===== src/sv/mbps_pkg.sv =====
package mbps_pkg;

    // Widest pattern the compare logic supports
    localparam int PAT_MAX_BYTES = 16;
    localparam int LEN_W         = 5;

    // Configuration register indexes
    typedef enum logic [2:0] {
        CFG_PATTERN_LOW  = 3'd0,
        CFG_PATTERN_HIGH = 3'd1,
        CFG_COMPARE_MASK = 3'd2,
        CFG_PATTERN_LEN  = 3'd3
    } t_cfg_reg;

    // Compare setup broadcast to every window cell
    typedef struct packed {
        logic [8*PAT_MAX_BYTES-1:0] pattern;
        logic [PAT_MAX_BYTES-1:0]   mask;
        logic [LEN_W-1:0]           len;     // effective length, 1..16
    } t_match_cfg;

endpackage


===== src/sv/mbps_cell.sv =====
module mbps_cell #(
    parameter int POS = 0
) (
    input  logic                   i_clk,
    input  logic                   i_shift,
    input  logic [7:0]             i_byte,
    input  mbps_pkg::t_match_cfg   i_cfg,
    output logic [7:0]             o_byte,
    output logic                   o_hit
);

    logic [7:0] r_byte;

    // Window byte, moves one cell further on each transfer
    always_ff @(posedge i_clk) begin
        if (i_shift) begin
            r_byte <= i_byte;
        end
    end

    assign o_byte = r_byte;

    // Compare the byte this cell takes on the transfer
    if (POS < mbps_pkg::PAT_MAX_BYTES) begin : g_cmp
        logic       in_use;
        logic [3:0] j;
        logic       care;
        logic [7:0] pbyte;

        always_comb begin
            in_use = ({1'b0, i_cfg.len} > 6'(POS));
            j      = 4'(i_cfg.len - 5'd1 - 5'(POS));
            care   = i_cfg.mask[j];
            pbyte  = i_cfg.pattern[{j, 3'b000} +: 8];
            o_hit  = !in_use || !care || (i_byte == pbyte);
        end
    end else begin : g_no_cmp
        assign o_hit = 1'b1;
    end

endmodule


===== src/sv/masked_byte_pattern_scan_unit.sv =====
// A result is valid in the cycle after the transfer of a region's last byte.
// Throughput: one byte per cycle unless the input stalls; the compare runs in parallel
// across the window cells in the cycle of the transfer, so no loop limits the rate.
// Results sit in one output register; input stalls only while it is full and stalled.
// Reset (synchronous, active low) clears control state and loads the register reset values.
module masked_byte_pattern_scan_unit #(
    parameter int MAX_PATTERN_BYTES = 16
) (
    input  logic        i_clk,
    input  logic        i_rst_n,
    // configuration
    input  logic        i_cfg_we,
    input  logic [2:0]  i_cfg_index,
    input  logic [63:0] i_cfg_data,
    // byte stream
    input  logic        i_in_valid,
    output logic        o_in_stall,
    input  logic [7:0]  i_data_byte,
    input  logic [63:0] i_region_base,
    input  logic        i_first_of_region,
    input  logic        i_last_of_region,
    // results
    output logic        o_out_valid,
    input  logic        i_out_stall,
    output logic        o_match_found,
    output logic [63:0] o_match_address
);

    localparam int CAP = (MAX_PATTERN_BYTES < mbps_pkg::PAT_MAX_BYTES) ?
                         MAX_PATTERN_BYTES : mbps_pkg::PAT_MAX_BYTES;
    localparam int FW  = $clog2(MAX_PATTERN_BYTES + 1);
    localparam int CW  = (FW > mbps_pkg::LEN_W) ? FW : mbps_pkg::LEN_W;

    // Configuration registers
    logic [63:0] r_pat_lo;
    logic [63:0] r_pat_hi;
    logic [15:0] r_mask;
    logic [4:0]  r_len;

    // Region state
    logic [FW-1:0] r_fill;
    logic [FW-1:0] n_fill;
    logic [63:0]   r_cur_addr;
    logic          r_found;
    logic [63:0]   r_found_addr;
    logic          n_found;
    logic [63:0]   n_found_addr;

    // Output register
    logic        r_out_valid;
    logic        r_out_found;
    logic [63:0] r_out_addr;

    logic                 in_xfer;
    logic [4:0]           eff_len;
    logic [63:0]          cur_addr;
    logic                 found_in;
    logic [63:0]          found_addr_in;
    logic                 all_hit;
    mbps_pkg::t_match_cfg match_cfg;

    logic [7:0] win_byte [MAX_PATTERN_BYTES];
    logic       cell_hit [MAX_PATTERN_BYTES];

    assign o_in_stall = r_out_valid && i_out_stall;
    assign in_xfer    = i_in_valid && !o_in_stall;

    // Configuration writes
    always_ff @(posedge i_clk) begin
        if (!i_rst_n) begin
            r_pat_lo <= '0;
            r_pat_hi <= '0;
            r_mask   <= 16'hFFFF;
            r_len    <= 5'd1;
        end else if (i_cfg_we) begin
            case (i_cfg_index)
                mbps_pkg::CFG_PATTERN_LOW:  r_pat_lo <= i_cfg_data;
                mbps_pkg::CFG_PATTERN_HIGH: r_pat_hi <= i_cfg_data;
                mbps_pkg::CFG_COMPARE_MASK: r_mask   <= i_cfg_data[15:0];
                mbps_pkg::CFG_PATTERN_LEN:  r_len    <= i_cfg_data[4:0];
                default: ;
            endcase
        end
    end

    // Effective length: zero means one, clipped to the window cap
    always_comb begin
        eff_len = r_len;
        if (eff_len == 5'd0) begin
            eff_len = 5'd1;
        end
        if (eff_len > 5'(CAP)) begin
            eff_len = 5'(CAP);
        end
        match_cfg.pattern = {r_pat_hi, r_pat_lo};
        match_cfg.mask    = r_mask;
        match_cfg.len     = eff_len;
    end

    // Chain of window cells, newest byte enters cell 0
    for (genvar k = 0; k < MAX_PATTERN_BYTES; k++) begin : g_cell
        mbps_cell #(
            .POS (k)
        ) u_cell (
            .i_clk   (i_clk),
            .i_shift (in_xfer),
            .i_byte  ((k == 0) ? i_data_byte : win_byte[(k == 0) ? 0 : k - 1]),
            .i_cfg   (match_cfg),
            .o_byte  (win_byte[k]),
            .o_hit   (cell_hit[k])
        );
    end

    always_comb begin
        all_hit = 1'b1;
        for (int k = 0; k < MAX_PATTERN_BYTES; k++) begin
            all_hit = all_hit & cell_hit[k];
        end
    end

    // Region tracking and first-match latch
    always_comb begin
        cur_addr      = i_first_of_region ? i_region_base : r_cur_addr;
        found_in      = i_first_of_region ? 1'b0 : r_found;
        found_addr_in = i_first_of_region ? 64'd0 : r_found_addr;
        if (i_first_of_region) begin
            n_fill = FW'(1);
        end else if (r_fill < FW'(MAX_PATTERN_BYTES)) begin
            n_fill = r_fill + FW'(1);
        end else begin
            n_fill = r_fill;
        end
        n_found      = found_in;
        n_found_addr = found_addr_in;
        if (!found_in && (CW'(n_fill) >= CW'(eff_len)) && all_hit) begin
            n_found      = 1'b1;
            n_found_addr = cur_addr - 64'(eff_len - 5'd1);
        end
    end

    always_ff @(posedge i_clk) begin
        if (!i_rst_n) begin
            r_fill       <= '0;
            r_cur_addr   <= '0;
            r_found      <= 1'b0;
            r_found_addr <= '0;
        end else if (in_xfer) begin
            r_cur_addr <= cur_addr + 64'd1;
            if (i_last_of_region) begin
                r_fill       <= '0;
                r_found      <= 1'b0;
                r_found_addr <= '0;
            end else begin
                r_fill       <= n_fill;
                r_found      <= n_found;
                r_found_addr <= n_found_addr;
            end
        end
    end

    // Result register
    always_ff @(posedge i_clk) begin
        if (!i_rst_n) begin
            r_out_valid <= 1'b0;
        end else if (in_xfer && i_last_of_region) begin
            r_out_valid <= 1'b1;
        end else if (!i_out_stall) begin
            r_out_valid <= 1'b0;
        end
    end

    always_ff @(posedge i_clk) begin
        if (in_xfer && i_last_of_region) begin
            r_out_found <= n_found;
            r_out_addr  <= n_found ? n_found_addr : 64'd0;
        end
    end

    assign o_out_valid     = r_out_valid;
    assign o_match_found   = r_out_found;
    assign o_match_address = r_out_addr;

    // Checks
    a_stall_needs_result: assert property (@(posedge i_clk) disable iff (!i_rst_n)
        o_in_stall |-> o_out_valid)
        else $error("input stalled with no pending result");

    a_result_from_last: assert property (@(posedge i_clk) disable iff (!i_rst_n)
        $rose(o_out_valid) |-> $past(in_xfer && i_last_of_region))
        else $error("result without a last-byte transfer");

    a_miss_zero_addr: assert property (@(posedge i_clk) disable iff (!i_rst_n)
        (o_out_valid && !o_match_found) |-> (o_match_address == 64'd0))
        else $error("not-found result carries nonzero address");

    a_fill_bound: assert property (@(posedge i_clk) disable iff (!i_rst_n)
        CW'(r_fill) <= CW'(MAX_PATTERN_BYTES))
        else $error("window fill beyond window depth");

endmodule

===== config.mk =====
export PLATFORM = sky130hd
export DESIGN_NAME = masked_byte_pattern_scan_unit
export DESIGN_NICKNAME = d
export VERILOG_FILES = /design/src/sv/mbps_pkg.sv /design/src/sv/mbps_cell.sv /design/src/sv/masked_byte_pattern_scan_unit.sv
export SDC_FILE = /design/constraint.sdc
export NUM_CORES = 1
export LEC_CHECK = 0
export BUFFER_PORTS_ARGS = -buffer_cell sky130_fd_sc_hd__buf_2
export CAP_MARGIN = 20
export CORE_UTILIZATION = 42
export CTS_CLUSTER_SIZE = 14
export DETAILED_ROUTE_END_ITERATION = 8
export PLACE_DENSITY = 0.57
export SLEW_MARGIN = 15
export SYNTH_ARGS = -nofsm -noshare
export SYNTH_HDL_FRONTEND = slang
export SYNTH_SLANG_ARGS = --single-unit

===== constraint.sdc =====
create_clock -name i_clk -period 18.94 [get_ports i_clk]
set_input_delay 2.841 -clock i_clk [delete_from_list [all_inputs] [get_ports i_clk]]
set_output_delay 2.841 -clock i_clk [all_outputs]
set_load 0.02 [all_outputs]

After elaboration in Yosys (flattened, before gate mapping)
Cells that the tools add are included.
{ "word_totals": {"regBits": 469, "latchBits": 0, "ram_bits": 0, "rom_bits": 0, "inputBits": 146, "out_inout_bits": 67, "wordCells": 255, "mem_count": 0} }
{ "op_classes": {"addsub": 20, "mul": 0, "n_div": 0, "order_cmp": 35, "n_eq_ne": 20, "n_shift": 16, "n_mux": 46, "bitwise": 15, "n_reduce_logical": 77} }
{ "ops": {"columns": ["cell", "count"], "rows": [
  ["$shiftx A128 B8 Y8", 16],
  ["$mux W64", 4],
  ["$eq A8 B8 Y1", 16],
  ["$lt A4 B5 Y1 const B", 16],
  ["$add A64 B1 Y64 const B", 1],
  ["$bmux W1 S4", 16],
  ["$sub A64 B64 Y64", 1],
  ["$gt A5 B4 Y1 const B", 8],
  ["$logic_not A1 Y1", 34],
  ["$logic_or A1 B1 Y1", 32],
  ["$sub A4 B4 Y4 const B", 8],
  ["$mux W5", 5],
  ["$mux W1", 21],
  ["$gt A5 B3 Y1 const B", 4],
  ["$sub A4 B3 Y4 const B", 4],
  ["$and A1 B1 Y1", 15],
  ["$gt A5 B1 Y1 const B", 2],
  ["$gt A5 B2 Y1 const B", 2],
  ["$reduce_and A2 Y1", 4],
  ["$sub A4 B1 Y4 const B", 2],
  ["$sub A4 B2 Y4 const B", 2],
  ["$eq A3 B2 Y1 const B", 2],
  ["$sub A5 B1 Y6 const B", 1],
  ["$add A5 B1 Y5 const B", 1],
  ["8 further kinds", 12]
]} }

Depth between registers and ports, before layout
{ "depth": {"ltp_word": 29, "mapped_depth": 31, "ltp_nobuf": 19} }

Cells and area by module
From an unflattened synthesis, not the netlist that was laid out.
{ "hier_totals": {"hier_cells": 4342, "area_unflattened_um2": 45178.3} }
{ "modules_own_cells": {"columns": ["mod", "n_inst", "cells_each", "area_each_um2"], "rows": [
  ["masked_byte_pattern_scan_unit", 1, 2307, 19033.3],
  ["mbps_cell at g_cell[3].u_cell", 1, 174, 2024.4],
  ["mbps_cell at g_cell[11].u_cell", 1, 172, 1938.1],
  ["mbps_cell at g_cell[10].u_cell", 1, 126, 1696.6],
  ["mbps_cell at g_cell[7].u_cell", 1, 130, 1690.4],
  ["mbps_cell at g_cell[15].u_cell", 1, 145, 1680.4],
  ["mbps_cell at g_cell[12].u_cell", 1, 130, 1650.3],
  ["mbps_cell at g_cell[4].u_cell", 1, 118, 1636.6],
  ["mbps_cell at g_cell[6].u_cell", 1, 113, 1599.0],
  ["mbps_cell at g_cell[2].u_cell", 1, 110, 1542.7],
  ["mbps_cell at g_cell[8].u_cell", 1, 113, 1540.2],
  ["mbps_cell at g_cell[14].u_cell", 1, 112, 1536.5],
  ["mbps_cell at g_cell[9].u_cell", 1, 120, 1526.5],
  ["mbps_cell at g_cell[0].u_cell", 1, 116, 1525.2],
  ["+3 rows", null, null, null]
]} }

Least setup slack after synthesis
OpenSTA, ideal clock, no wires.
{ "synth_timing": {"path_kind": "input -> register", "from": "in i_first_of_region", "to": "reg r_out_addr[61] (netlist: o_match_address[61]), data pin", "arrival_time_ns": 8.859, "t_required_ns": 18.684, "path_slack_ns": 9.825, "path_stages": 22, "cell_sequence": "clkbuf_1 > clkbuf_1 > buf_1 > buf_1 > clkbuf_1 > buf_2 > buf_1 > buf_1 > mux2_2 > ha_1 > and4_1 > nand2_1 > a211oi_1 > nor3_1 > o221ai_1 > nand3_1 > o31ai_1 > a311oi_1 > o21ai_0 > a21oi_1 > o211a_1 > a22o_1"} }
{ "synth_between": {"elab_chain_cells": 5, "word_cells_on_any_way": 11, "classes_between": "1 x add/sub; 1 x order compare; 6 x mux; 3 x reduce/logical"} }
{ "synth_lines": {"columns": ["element", "line", "text"], "rows": [
  ["start, declared", "masked_byte_pattern_scan_unit.sv:20", "input logic i_first_of_region,"],
  ["branches (longest 5 deep; another with $sub A64 B64 Y64)", null, null],
  ["end signal, assigned", "masked_byte_pattern_scan_unit.sv:175", "r_out_addr <= n_found ? n_found_addr : 64'd0;"],
  ["end, declared", "masked_byte_pattern_scan_unit.sv:52", "logic [63:0] r_out_addr;"]
]} }
Several ways; the timed one is not identified.
A chain may end at the register's enable or synchronous reset.

Final worst setup path
Same ends and word-level chain as after synthesis.

==> results.toml <==
[routing]
final_antenna_net_count = 0
vias = 27150
wire_per_inst_um = 23.38
drc = 0
routed_via_density = 6.016
drt-initial-drc-count = 2645
first_pass_iters = 7
wl_mm = 105.5

[yosys]
synth_top_area_cell = "dfxtp_1"
synth.area.top_cells = "dfxtp_1 (18%), edfxtp_1 (17%), mux4_2 (9.8%), mux2i_1 (8.2%), nand2_1 (6.9%)"
synth_flop_cell = "dfxtp_1"
ys_async_sr_fraction = 0
seq_area_frac_synth = 0.3539
netlist_top_cells_count = "nand2_1 (585), a21oi_1 (303), dfxtp_1 (284)"
synth_edf_count = 185
synth.distinct_cells = 84
ys_ff_latch = 469
netlist_instances = 3356
synth_most_common_cell = "nand2_1"
netlist_area_um2 = 31760
synth_top_area_frac = 0.1790
syn_area_per_cell_um2 = 9.465
ys_warn_count = 0

[clocking]
clk_pin_slew_ns = 0.06
hold_buffers = 0
cts_buffer_depth = 3
h-tree-depth = 2
clock_sinks = 469
cts_inserted_buffers = 53
cts_resized = 0
cts_tree = "yes"
clockRootBuffer = "clkbuf_16"
clkLatencyLatePin_ns = 0.65
post_cts_buffers = 0

[sta]
drv_slew = 0
worst_pin_slew_ns = 1.097
rsz0062_at_grt = "false"
fin_crit_sh = 0.4224
fin_skew_ns = 0.06424
timing.slew.headroom = 0.2686
timing.fmax_mhz = 125.0
setup_viol = 0
hold_violations = 0
fin_hold_ws_ns = 0.4504
fin_setup_tns_ns = 0
fin_crit_ns = 8.000

[floorplan]
die_y_um = 277
ios = 213
core_um2 = 74700
dieArea_um2 = 76730
start_util = 0.4252
fp.dieW_um = 277
num_rows = 100

[worst_setup_path]
cp_common_cell = "buf_4"
crit_arrival_ns = 8.38
crit_fanout = 65
end_kind = "flop"
crit_required_ns = 19.32
path_cells = "buf_4 > buf_4 > mux2_2 > ha_1 > nand2_1 > nor3_1 > nand4_1 > o221ai_1 > nand3_1 > o31ai_1 > a311oi_1 > o21ai_0 > a21oi_1 > o211a_1 > a22o_1"
critPathMaxStageDelay_ns = 0.77
worst_setup_path_start_kind = "input port"
critPathKind = "in2reg"
crit_buf_inv = 2
crit_family = "compound AO/OA/AOI/OAI gates"
cp_slowest_cell = "buf_4"

[layout]
antenna_cells = 0
nets = 3726
drive_above_1_share = 0.1594
stdcell_count = 4513
syn_to_final_growth_pct = 11.64

[power_and_ir_drop]
ir_drop_v = 0.00006818
p_leak_nw = 14.05
powerDensity_nw_per_um2 = 75.03
fin_total_pwr_w = 0.002661

[placement]
placed_cells = 4414
gp_congestion = 0.9419
io_buffer_count = 212
hpwl_mm = 78.37

[grt]
track_usage = 0.2686
grt_max_degree = 102
grt_util_met1 = 0.3924
grt_util_met2 = 0.4082
grt_pass1_vias = 24740
grt.busiest_layer = "met2"
grt_pass1_wl_mm = 158.3
grt-ovfl-total = 0
use_met3 = 0.04083
antenna_found_initial = 2

[flow_run]
cap_viol_max_count = 0

[min_path]
hp-class = "reg2reg"

[status]
status = "complete, no violations"
metal layers:
metal,wire length [µm],part of all wire,vias up
met5,0,0,-
li1,-,-,12650
met1,47550,0.45,13220
met3,8532,0.081,132
met2,46390,0.44,1144
met4,3024,0.029,0
placed cells by master, fill, tap and decap left out, types with 21 or more instances in the layout:
cell type / count
a22o_1: 137
a22oi_1: 26
a31oi_1: 50
clkbuf_16: 56
xnor2_1: 129
nand3_1: 81
mux2_2: 42
nand2_1: 583
mux4_2: 138
conb_1: 58
nand4_1: 31
inv_1: 60
a211oi_1: 24
buf_4: 46
a21o_1: 47
dfxtp_1: 284
xor2_1: 99
nor3_1: 27
nor2_1: 117
edfxtp_1: 185
nor4_1: 21
nand2b_1: 22
buf_2: 211
ha_1: 77
o21ai_0: 79
nor2b_1: 37
a21oi_1: 303
mux2i_1: 260
and3_1: 51
cell families (layout without fill, tap and decap cells):
group | after synthesis | in the layout | share of synthesized area
other | 1 | 58 | 0.0001181
AO/OA/AOI/OAI | 793 | 793 | 0.1643
AND/OR/NAND/NOR | 1047 | 1047 | 0.1489
multiplexers | 440 | 440 | 0.1947
buffers and inverters | 290 | 421 | 0.04002
XOR/XNOR | 236 | 236 | 0.06634
adder cells (fa/ha/maj) | 80 | 80 | 0.03167
flip-flops | 469 | 469 | 0.3539
area by class of cell:
| type | count | area [µm²] |
|---|---|---|
| multi-input combinational | 2654 | 19590 |
| fill | 7140 | 39240 |
| timing repair buffer | 257 | 1401 |
| inverter | 66 | 267.8 |
| tap | 969 | 1212 |
| clock inverter | 21 | 172.7 |
| clock buffer | 77 | 1580 |
| sequential | 469 | 11240 |
path summary, 6_finish.rpt:
| check | slack, ns | to | startpoint | cells after the start |
|---|---|---|---|---|
| setup / recovery | 10.94 | o_match_address[61]$_SDFFCE_PN0P_ | i_first_of_region | 15 |
| hold / removal | 0.45 | r_cur_addr[23]$_SDFFE_PN0P_ | r_cur_addr[23]$_SDFFE_PN0P_ | 2 |
| setup reg to reg | 10.99 | o_match_address[53]$_SDFFCE_PN0P_ | r_len[4]$_SDFFE_PN0P_ | 23 |
| hold reg to reg | 0.45 | r_cur_addr[23]$_SDFFE_PN0P_ | r_cur_addr[23]$_SDFFE_PN0P_ | 2 |
state kept, by name, summed over array words and instances (netlist names):
name / count
r_found: 1
r_pat_hi: 64
r_mask: 16
o_match_found: 1
r_found_addr: 64
g_cell.u_cell.o_byte: 120
r_cur_addr: 64
o_match_address: 64
r_len: 5
o_out_valid: 1
r_pat_lo: 64
r_fill: 5
per-stage QoR:
| step | util | worst slack, ns | area [µm²] |
|---|---|---|---|
| 4_1_cts | 0.4745 | 11.01 | 35450 |
| 2_1_floorplan | - | 9.825 | 31980 |
| 5_1_grt | 0.4747 | 10.54 | 35460 |
| 3_3_place_gp | 0.4511 | 10.51 | 33690 |
| 3_5_place_dp | 0.4511 | 10.39 | 33690 |
| 6_report | 0.4747 | 10.94 | 35460 |
worst register-to-register path, stage by stage (launching register included):
cell,delay (ns)
dfxtp_1,0.31
buf_4,0.26
inv_2,0.18
o21a_4,0.28
inv_6,0.51
ha_1,0.53
xnor2_4,0.15
buf_4,0.52
inv_1,0.09
buf_4,0.29
ha_1,0.33
nor3_1,0.42
nor3_2,0.08
buf_4,0.21
a22oi_1,0.25
a21oi_1,0.11
nor4_1,0.41
nand4_1,0.22
a221o_1,0.38
nor4b_2,0.22
o2111ai_1,0.37
nor2_4,0.81
buf_4,0.61
a32o_1,0.28
power breakdown:
part           total (W)  internal, W  switching (W)
clock            0.00104     0.000595       0.000446
combinational   0.000494     0.000183       0.000311
sequential       0.00113      0.00109      0.0000334
Note: power is estimated with default switching activity, not from simulation.
